<file path="src/rtl/ple_pkg.sv">
// ----------------------------------------------------------------------------
// ple_pkg
// Shared types and codes for the positional list engine.
// ----------------------------------------------------------------------------
package ple_pkg;

  typedef enum logic [1:0] {
    MODE_INSERT = 2'd0,
    MODE_DELETE = 2'd1,
    MODE_READ   = 2'd2,
    MODE_SEARCH = 2'd3
  } mode_t;

  localparam logic [1:0] STATUS_OK    = 2'd0;
  localparam logic [1:0] STATUS_RANGE = 2'd1;
  localparam logic [1:0] STATUS_FULL  = 2'd2;

  localparam int DataWidth = 32;

  // broadcast to every cell of the chain
  typedef struct packed {
    logic ins;     // shift towards the tail, write value at pos
    logic del;     // shift towards the head from pos onwards
    logic load;    // capture local match into the collect registers
    logic prop;    // one step of the collect chain
    logic search;
    logic read;
  } cell_ctrl_t;

endpackage

</file>
<file path="src/rtl/ple_cell.sv">
// ----------------------------------------------------------------------------
// ple_cell
// One list slot: holds an entry, shifts with its neighbours and carries the
// read/search collect chain one step towards the tail.
// ----------------------------------------------------------------------------
module ple_cell #(
  parameter int IDX = 0,
  parameter int PW  = 7
) (
  input  logic                          clk,
  input  ple_pkg::cell_ctrl_t           ctrl,
  input  logic [PW-1:0]                 pos,
  input  logic [PW-1:0]                 cnt,
  input  logic [ple_pkg::DataWidth-1:0] value,
  input  logic [ple_pkg::DataWidth-1:0] left_data,
  input  logic [ple_pkg::DataWidth-1:0] right_data,
  input  logic                          left_hit,
  input  logic [ple_pkg::DataWidth-1:0] left_rd,
  output logic [ple_pkg::DataWidth-1:0] data,
  output logic                          hit,
  output logic [ple_pkg::DataWidth-1:0] rd
);

  localparam logic [PW-1:0] Index = PW'(IDX);

  always_ff @(posedge clk) begin
    if (ctrl.ins) begin
      if (Index == pos) begin
        data <= value;
      end else if (Index > pos) begin
        data <= left_data;
      end
    end else if (ctrl.del) begin
      if (Index >= pos) begin
        data <= right_data;
      end
    end

    // at most one cell matches a read, so OR-ing the chain is a mux
    if (ctrl.load) begin
      hit <= ctrl.search && (Index < cnt) && (data == value);
      rd  <= (ctrl.read && (Index == pos)) ? data : '0;
    end else if (ctrl.prop) begin
      hit <= hit | left_hit;
      rd  <= rd | left_rd;
    end
  end

endmodule

</file>
<file path="config.mk">
export PLATFORM = sky130hd
export DESIGN_NAME = ple_cell
export DESIGN_NICKNAME = d
export VERILOG_FILES = /design/src/rtl/ple_pkg.sv /design/src/rtl/ple_cell.sv
export SDC_FILE = /design/constraint.sdc
export NUM_CORES = 1
export LEC_CHECK = 0
export BUFFER_PORTS_ARGS = -buffer_cell sky130_fd_sc_hd__buf_2
export CORE_MARGIN = 2
export CORE_UTILIZATION = 47
export CTS_CLUSTER_SIZE = 10
export DETAILED_ROUTE_END_ITERATION = 8
export MAX_ROUTING_LAYER = met4
export PLACE_DENSITY_LB_ADDON = 0.2
export SLEW_MARGIN = 20
export SYNTH_ARGS = -nofsm -noshare
export SYNTH_HDL_FRONTEND = slang
export SYNTH_SLANG_ARGS = --single-unit
</file>
<file path="constraint.sdc">
create_clock -name clk -period 6 [get_ports clk]
set_input_delay 0.9 -clock clk [delete_from_list [all_inputs] [get_ports clk]]
set_output_delay 0.9 -clock clk [all_outputs]
set_load 0.01 [all_outputs]
</file>
==> results of run 1 <==
-- cells by family after synthesis --
| kind of cell | share of synthesized area (%) |
|---|---|
| flops | 54.47 |
| simple gates | 11.52 |
| xor+xnor | 7.821 |
| mux | 8.939 |
| buf+inv | 3.142 |
| compound gates | 14.11 |
-- sequential cells by signal, indices dropped and copies added (netlist names) --
register and flops:
hit 1, data 32, rd 32
-- layer usage --
layer  up-vias  track usage, %  wire, um
li1       1533               -         -
met1      1431           28.31      3862
met2       137           40.49      5022
met3        12           3.485       578
met4         0           8.965       131
met5         -               -         0
-- final timing paths --
| kind | from | slack [ps] | to |
|---|---|---|---|
| worst min register to register | data[20]$_DFFE_PP_ | 610 | rd[20]$_DFFE_PP_ |
| worst max-delay path | pos[5] | 3310 | data[15]$_DFFE_PP_ |
| worst min-delay path | data[20]$_DFFE_PP_ | 610 | rd[20]$_DFFE_PP_ |
| worst max register to register | data[11]$_DFFE_PP_ | 4520 | hit$_DFFE_PP_ |
-- cell type report --
cell class | instances | area, um^2
Fill cell | 641 | 2475
Sequential cell | 65 | 1952
Multi-Input combinational cell | 217 | 1526
Timing Repair Buffer | 215 | 1079
Clock buffer | 10 | 127.6
Tap cell | 99 | 123.9
Clock inverter | 5 | 47.55
-- through the flow --
stage / util (%) / setup WS [ps] / instances / cell area [um^2]
floorplan: - / 2660 / 299 / 3583
global placement: 63.85 / 2993 / 596 / 4681
detailed placement: 63.85 / 2933 / 596 / 4681
CTS: 66.24 / 3296 / 611 / 4856
global route: 66.24 / 3158 / 611 / 4856
finish: 66.24 / 3309 / 611 / 4856
-- critical path: cells and delay by family --
kind | cells | cell delay, ps
AND/OR/NAND/NOR | 3 | 1600
buffers and inverters | 1 | 100
-- cell usage after synthesis, drive strengths merged --
| cell | count | area, um^2 |
|---|---|---|
| nand4 | 7 | 43.79 |
| buf | 6 | 71.31 |
| or2 | 1 | 6.260 |
| clkbuf | 11 | 41.29 |
| nand3 | 2 | 10.01 |
| xnor2 | 32 | 280.3 |
| nand2 | 2 | 15.01 |
| a31o | 1 | 8.760 |
| edfxtp | 65 | 1952 |
| mux2i | 32 | 320.3 |
| o2bb2ai | 32 | 336.6 |
| nor3 | 3 | 15.01 |
| nor2 | 69 | 275.3 |
| or4 | 1 | 7.510 |
| nor4 | 3 | 40.04 |
| a21oi | 32 | 160.2 |
-- power breakdown --
| part | internal, uW | switching [uW] | total (uW) |
|---|---|---|---|
| clock network | 186 | 160 | 345 |
| registers | 528 | 11.3 | 539 |
| logic | 79.3 | 81.4 | 161 |
| total | 792 | 253 | 1040 |
-- cells in the final DEF, fill, tap and decap left out, types with 2 or more instances in the layout --
cell type and count:
o2bb2ai_2 9, xnor2_1 32, buf_2 214, clkinv_1 2, nand3_1 2, nor3_1 3, a21oi_1 32, clkbuf_8 9
o2bb2ai_1 23, nand4_1 7, edfxtp_1 65, clkinv_2 2, nor2_1 67, mux2i_1 32
==> metrics.txt, run 1 <==
I/O pin count=215; pin count of the biggest net entering global routing=66; num rows=31; cell area after synthesis=3583 um^2; worst-case clock skew=7.663 ps; post-detailed-route wirelength per cell=15.70 um; H-tree depth=3; hold buffers post-CTS=0; maximum clock insertion buffer count=2; mean post-synth cell area=11.98 um^2; Hold Fails Final Rpt=0; global-route wire length before repair=14,860 um; Slew HR=39.27%; post-CTS setup buffer count=0; initial antenna violation count=0; Worst Hold Slack=606.3 ps; Skew-Pair Late Insertion Delay=330 ps; final setup fails=0; critical-path cell list=buf_2 > nor3_1 > nand2_4 > nor2_4; Via density=5.095; Port Buffers=214; initial drt markers=106; Setup crit end kind=flop; YS warnings=0; share of cells above drive strength 1=47.27%; PostCTS Resize Cnt=0; Routed Wire Length=9595 um; Seq cells post-synth=65; CP Class=in -> reg; Hold Path Depth=1; Pwr Total=1045 uW; CTS root buffer=clkbuf_8; worst hold path class=reg -> reg; Worst-Margin Slew=908.7 ps; largest stage delay on the critical path=860 ps; PwrDens=215.2 nW/um^2; die area=8338 um^2; Net Count, Synth=449; fmax=371.7 MHz; DRT antenna net count=0; Chip Height=91.32 um; CP max stage cell=nor2_4; initial cell density of the core=48.88%; register area share after synthesis=54.47%; Final nets=658; Residual DRC=0; Synth-to-Final Area Change=35.51%; RSZ-0062 raised after global routing=no; vias in the first global route=3,060; CP required=5960 ps; DR vias=3,113; Total GRT Usage=23.63%; final worst-path cycle share=44.84%; crit start category=primary input; Pre-antenna DRT Iters=4; worst r2r path cells=4; fin crit period=2691 ps; CP max FO=34; Clk pin slew, worst setup/hold paths=70 ps; die width=91.32 um; Sink Count=65; Max-Cap Viols=0; CTS tree=done; Arrival @ worst endpoint=2650 ps; Max VDD drop=0.1219 mV; Core Area=7331 um^2; GP Congestion=0.8485; setup TNS=0 ps; # diodes=0; status=completed; Distinct cells, synth=22; Cells after Synth=299; Num CTS Buffers=9; HPWL after DPL=7444 um; Final Max Tran Viols=0; Overflow after GRT=0; Lkg Pwr=0.002285 uW
(Power assumes the default switching activity.)
==> run 2: changes to the inputs <==
--- a/config.mk
+++ b/config.mk
@@ -5,9 +5,10 @@
 export SDC_FILE = /design/constraint.sdc
 export NUM_CORES = 1
 export LEC_CHECK = 0
+export ABC_AREA = 1
 export BUFFER_PORTS_ARGS = -buffer_cell sky130_fd_sc_hd__buf_2
 export CORE_MARGIN = 2
-export CORE_UTILIZATION = 47
+export CORE_UTILIZATION = 45
 export CTS_CLUSTER_SIZE = 10
 export DETAILED_ROUTE_END_ITERATION = 8
 export MAX_ROUTING_LAYER = met4
==> constraint.sdc (replaced) <==
create_clock -name clk -period 2.7 [get_ports clk]
set_input_delay 0.405 -clock clk [delete_from_list [all_inputs] [get_ports clk]]
set_output_delay 0.405 -clock clk [all_outputs]
set_load 0.01 [all_outputs]
==> run 2 against run 1 <==
  * Via count up 26%
  * Setup slack got worse by 2200 ps
  * Combinational power increased by 130%
  * Global-route usage grew 2.1 points
  * Clock skew decreased by 1.7 ps
  * Register-to-register slack got worse by 3300 ps
==> metrics.txt, run 2 <==
status=completed; Routed Wire Length=11,890 um; CP max FO=34; multi-input gate area in the final layout=1598 um^2; RSZ-0062 raised after global routing=no; Lkg Pwr=0.002512 uW; Port Buffers=214; CP max stage cell=buf_2; Hold Fails Final Rpt=0; global-route wire length before repair=17,150 um; initial drt markers=147; H-tree depth=3; Top Registers=data (32), rd (32), hit (1); Synth-to-Final Area Change=35.32%; Num CTS Buffers=9; Cells after Synth=455; Overflow after GRT=0; # diodes=0; worst-case clock skew=5.984 ps; Final Max Tran Viols=0; DR vias=3,907; leading cell type in the layout, fill and taps excluded=buf_2; PwrDens=473.2 nW/um^2; area share of the largest cell type after synthesis=50.73%; HPWL after DPL=9238 um; Pre-antenna DRT Iters=5; Total GRT Usage=25.76%; largest stage delay on the critical path=410 ps; DRT antenna net count=0; CP Class=in -> reg; met1 GRT Util=33.63%; Final nets=813; Core Area=8258 um^2; Crit. Startpoint=ctrl[5]; worst hold path class=in -> reg; most frequent cell after synthesis=nand2_1; vias in the first global route=3,575; Skew-Pair Late Insertion Delay=340 ps; Most Crowded Layer GR=met2; Sink Count=65; crit start category=primary input; Max-Cap Viols=0; GP Congestion=0.9313; commonest non-fill, non-tap cells in the layout=buf_2 (214), nand2_1 (109), o21ai_0 (81); Setup crit end kind=flop; Main synth FF type=edfxtp_1; Seq cells post-synth=65; fillcell total=770; Worst-Margin Slew=744.2 ps; DP Area=4997 um^2; num rows=33; hold_sp=right_data[14]; die width=96.47 um; pin count of the biggest net entering global routing=45; I/O pin count=215; top post-synthesis cells by area=edfxtp_1 (51%), nand2_1 (11%), o21ai_0 (11%); Via density=5.054; maximum clock insertion buffer count=2; fin crit period=1592 ps; design area=5206 um^2; cell area after synthesis=3847 um^2; CTS tree=done; Arrival @ worst endpoint=1690 ps; final design utilization=63.05%; Slew HR=50.39%; Async S/R FF share, synth=0%; register area share after synthesis=50.73%; initial antenna violation count=0; top cell type by total area after synthesis=edfxtp_1; mean post-synth cell area=8.456 um^2; CTS root buffer=clkbuf_8; share of cells above drive strength 1=38.92%; Net Count, Synth=605; Clk pin slew, worst setup/hold paths=70 ps; met3 global-route usage=4.034%; PostCTS Resize Cnt=0; fmax=628.3 MHz; Chip Height=96.47 um; hold buffers post-CTS=0; Max VDD drop=0.2631 mV; RR Startpoint=data[14]$_DFFE_PP_; number of synthesized flops with an enable pin=65; setup TNS=0 ps; critical-path cell list=buf_2 > inv_1 > buf_4 > nand2_1 > o21ai_1; register area=1952 um^2; grt met2 use=40.28%; post-CTS setup buffer count=0; top cells by count, synth=nand2_1 (109), o21ai_0 (81), edfxtp_1 (65); die area=9306 um^2; post-detailed-route wirelength per cell=15.39 um; CP required=2800 ps; Distinct cells, synth=22; Residual DRC=0; initial cell density of the core=46.59%; final setup fails=0; final worst-path cycle share=58.95%; YS warnings=0
-- run 2: cell count changes after synthesis, sizes merged, moves of 3 or more --
cell and delta:
nor2 -17, nand4 -6, nand2 +108, mux2i -32, nand3 +4, nor4 -3, o31ai +22, buf +5
o2bb2ai -32, inv +52, a21oi -31, xnor2 -24, o21ai +111
-- run 2: kinds of logic (layout without fill, tap and decap cells) --
logic type / after synthesis / after routing / share of synthesized area, %
and+or+nand+nor: 172 / 172 / 17.59
AOI/OAI and AO/OA: 134 / 134 / 21.46
buffers and inverters: 74 / 287 / 7.935
DFF: 65 / 65 / 50.73
xor gates and xnor gates: 10 / 10 / 2.277
-- run 2: routing by layer --
layer | share of wire (%) | up-vias | routed length (um)
li1 | - | 1943 | -
met1 | 43 | 1741 | 5128
met2 | 46 | 196 | 5497
met3 | 7.8 | 27 | 927
met4 | 2.9 | 0 | 340
met5 | 0 | - | 0
-- run 2: final timing paths --
path	endpoint	slack [ps]	depth (start not counted)
max	data[18]$_DFFE_PP_	1110	5
min	data[14]$_DFFE_PP_	340	3
max reg2reg	hit$_DFFE_PP_	1250	9
min reg2reg	rd[12]$_DFFE_PP_	580	2
-- run 2: per-stage QoR --
step	power, uW	instances	hold WS, ps	worst slack, ps
detailed placement	1589	757	562.2	771.2
floorplan	1385	455	596.2	459.7
finish	2464	773	343.5	1108
CTS	2473	773	332.9	1143
global placement	1580	757	556.5	798.9
global route	2564	773	345.0	972.8
-- run 2: final cells by class --
class | instances | share of cell area (%)
sequential | 65 | 37.49
clock inverter | 7 | 1.634
tap | 105 | 2.523
timing repair buffer | 219 | 21.53
inverter | 52 | 3.749
clock buffer | 9 | 2.379
multi-input combinational | 316 | 30.69
-- run 2: power breakdown --
| part | switching (uW) | leakage (uW) | total, uW | internal, uW |
|---|---|---|---|---|
| Clock | 388 | 0.000104 | 898 | 510 |
| Combinational | 200 | 0.00178 | 371 | 171 |
| Sequential | 22.0 | 0.000629 | 1190 | 1170 |
-- run 2: critical path, delay by kind of cell --
family                 cells  cell delay, ps
buffers and inverters      3            1130
AND/OR/NAND/NOR            1              80
AO/OA/AOI/OAI              1              60
==> run 3: changes to the inputs <==
--- a/config.mk
+++ b/config.mk
@@ -5,10 +5,10 @@
 export SDC_FILE = /design/constraint.sdc
 export NUM_CORES = 1
 export LEC_CHECK = 0
-export ABC_AREA = 1
+export ABC_AREA = 0
 export BUFFER_PORTS_ARGS = -buffer_cell sky130_fd_sc_hd__buf_2
 export CORE_MARGIN = 2
-export CORE_UTILIZATION = 45
+export CORE_UTILIZATION = 44
 export CTS_CLUSTER_SIZE = 10
 export DETAILED_ROUTE_END_ITERATION = 8
 export MAX_ROUTING_LAYER = met4
==> constraint.sdc (replaced) <==
create_clock -name clk -period 1.6 [get_ports clk]
set_input_delay 0.24 -clock clk [delete_from_list [all_inputs] [get_ports clk]]
set_output_delay 0.24 -clock clk [all_outputs]
set_load 0.01 [all_outputs]
==> run 3 against run 2 <==
  * Sequential power grew 70%
  * Combinational power grew 68%
  * Flip-flop and latch count did not move
  * Critical path type is now reg -> reg
  * Critical endpoint is now hit$_DFFE_PP_
  * Largest cell class unchanged
  * Highest routed layer unchanged
==> metrics.txt, run 3 (synthesis results as in run 1) <==
H-tree depth=3; Pwr Total=3783 uW; hold buffers post-CTS=0; die area=8882 um^2; CP max stage cell=edfxtp_1; I/O pin count=215; Crit path max-delay family=simple AND/OR/NAND/NOR gates; Final WS setup=109.5 ps; crit start category=flop; die width=94.25 um; CP max FO=3; Pre-antenna DRT Iters=4; Chip Height=94.25 um; leading cell type in the layout, fill and taps excluded=buf_2; Total GRT Usage=23.62%; Final nets=672; final setup fails=0; CP required=1800 ps; commonest non-fill, non-tap cells in the layout=buf_2 (214), nor2_1 (67), edfxtp_1 (65); Final Max Tran Viols=0; Lkg Pwr=0.002393 uW; Num CTS Buffers=9; CTS tree=done; worst-case clock skew=7.501 ps; setup TNS=0 ps; Setup crit end kind=flop; Synth-to-Final Area Change=41.20%; vias in the first global route=3,204; # diodes=0; Max VDD drop=0.3930 mV; DR vias=3,196; Port Buffers=214; pre-CTS setup slack=-6.550 ps; WP buf/inv=1; fin crit period=1490 ps; largest stage delay on the critical path=420 ps; initial drt markers=110; post-detailed-route wirelength per cell=16.38 um; initial antenna violation count=0; Hold Fails Final Rpt=0; CTS root buffer=clkbuf_8; fmax=670.9 MHz; pin count of the biggest net entering global routing=35; maximum clock insertion buffer count=2; num rows=32; GP Congestion=0.8632; Sink Count=65; Slew HR=45.90%; HPWL after DPL=8143 um; Arrival @ worst endpoint=1690 ps; global-route wire length before repair=15,350 um; design area=5060 um^2; Max-Cap Viols=0; critical-path cell list=xnor2_1 > nand4_1 > nor4_2 > buf_4 > a31o_1; Overflow after GRT=0; Clk pin slew, worst setup/hold paths=70 ps; Skew-Pair Late Insertion Delay=330 ps; Worst-Margin Slew=811.5 ps; DRT antenna net count=0; initial cell density of the core=45.90%; Via density=5.081; Top Registers=data (32), rd (32), hit (1); PwrDens=747.7 nW/um^2; Routed Wire Length=10,300 um; share of cells above drive strength 1=49.72%; DP Area=4847 um^2; final worst-path cycle share=93.16%; worst hold path class=in -> reg; CP Class=reg -> reg; Residual DRC=0; Core Area=7807 um^2; status=completed
[run 3: cell types whose count changed in the layout (fill, tap and decap cells not counted), sizes merged, moves of 22 or more]
cell	previous run	this run
o2bb2ai	0	32
inv	52	0
o21ai	111	0
a21oi	1	32
mux2i	0	32
xnor2	8	32
nand2	110	2
o31ai	22	0
[run 3: routing by layer]
metal  wire length, um  global-route usage [%]  up-vias
met4               175                   8.213        0
met5                 0                       -        -
li1                  -                       -     1562
met2              5382                   41.25      126
met1              4065                   27.77     1494
met3               677                   3.692       14
[run 3: layout make-up]
| type | instances | area [um^2] |
|---|---|---|
| tap | 102 | 127.6 |
| timing repair buffer | 229 | 1259 |
| multi-input combinational | 217 | 1568 |
| sequential | 65 | 1952 |
| clock buffer | 11 | 131.4 |
| clock inverter | 5 | 22.52 |
| fill | 681 | 2748 |
[run 3: worst reg2reg max path, cell delays in order, from the launching register on]
cell and delay, ps:
edfxtp_1 420, xnor2_1 240, nand4_1 150, nor4_2 280, buf_4 160, a31o_1 130
[run 3: worst paths after layout]
path / start / to / slack (ps) / cells past startpoint
hold / removal: right_data[18] / data[18]$_DFFE_PP_ / 230 / 3
setup reg to reg: data[13]$_DFFE_PP_ / hit$_DFFE_PP_ / 110 / 5
setup / recovery: data[13]$_DFFE_PP_ / hit$_DFFE_PP_ / 110 / 5
hold reg to reg: rd[31]$_DFFE_PP_ / rd[31]$_DFFE_PP_ / 610 / 2
[run 3: repair_timing]
action | 4_1_cts | 5_1_grt
hold endpoints to repair | 0 | 0
setup buffers | 0 | 3
endpoints found under the setup margin | 1 | 1
gates resized for setup | 1 | 4
pin swaps | 0 | 1
[run 3: metrics by stage]
| stage | utilization (%) | hold slack (ps) | instances |
|---|---|---|---|
| floorplan | - | 465.1 | 299 |
| global placement | 62.08 | 549.1 | 610 |
| detailed placement | 62.08 | 561.0 | 610 |
| CTS | 64.15 | 218.2 | 626 |
| global route | 64.81 | 232.1 | 629 |
| finish | 64.81 | 225.1 | 629 |
[run 3: power by group]
group          switching (uW)  internal (uW)  leakage, uW  total, uW
clock network             592            545    0.0000819       1140
logic                     316            309      0.00166        625
registers                42.5           1980     0.000648       2020
total                     951           2830      0.00239       3780
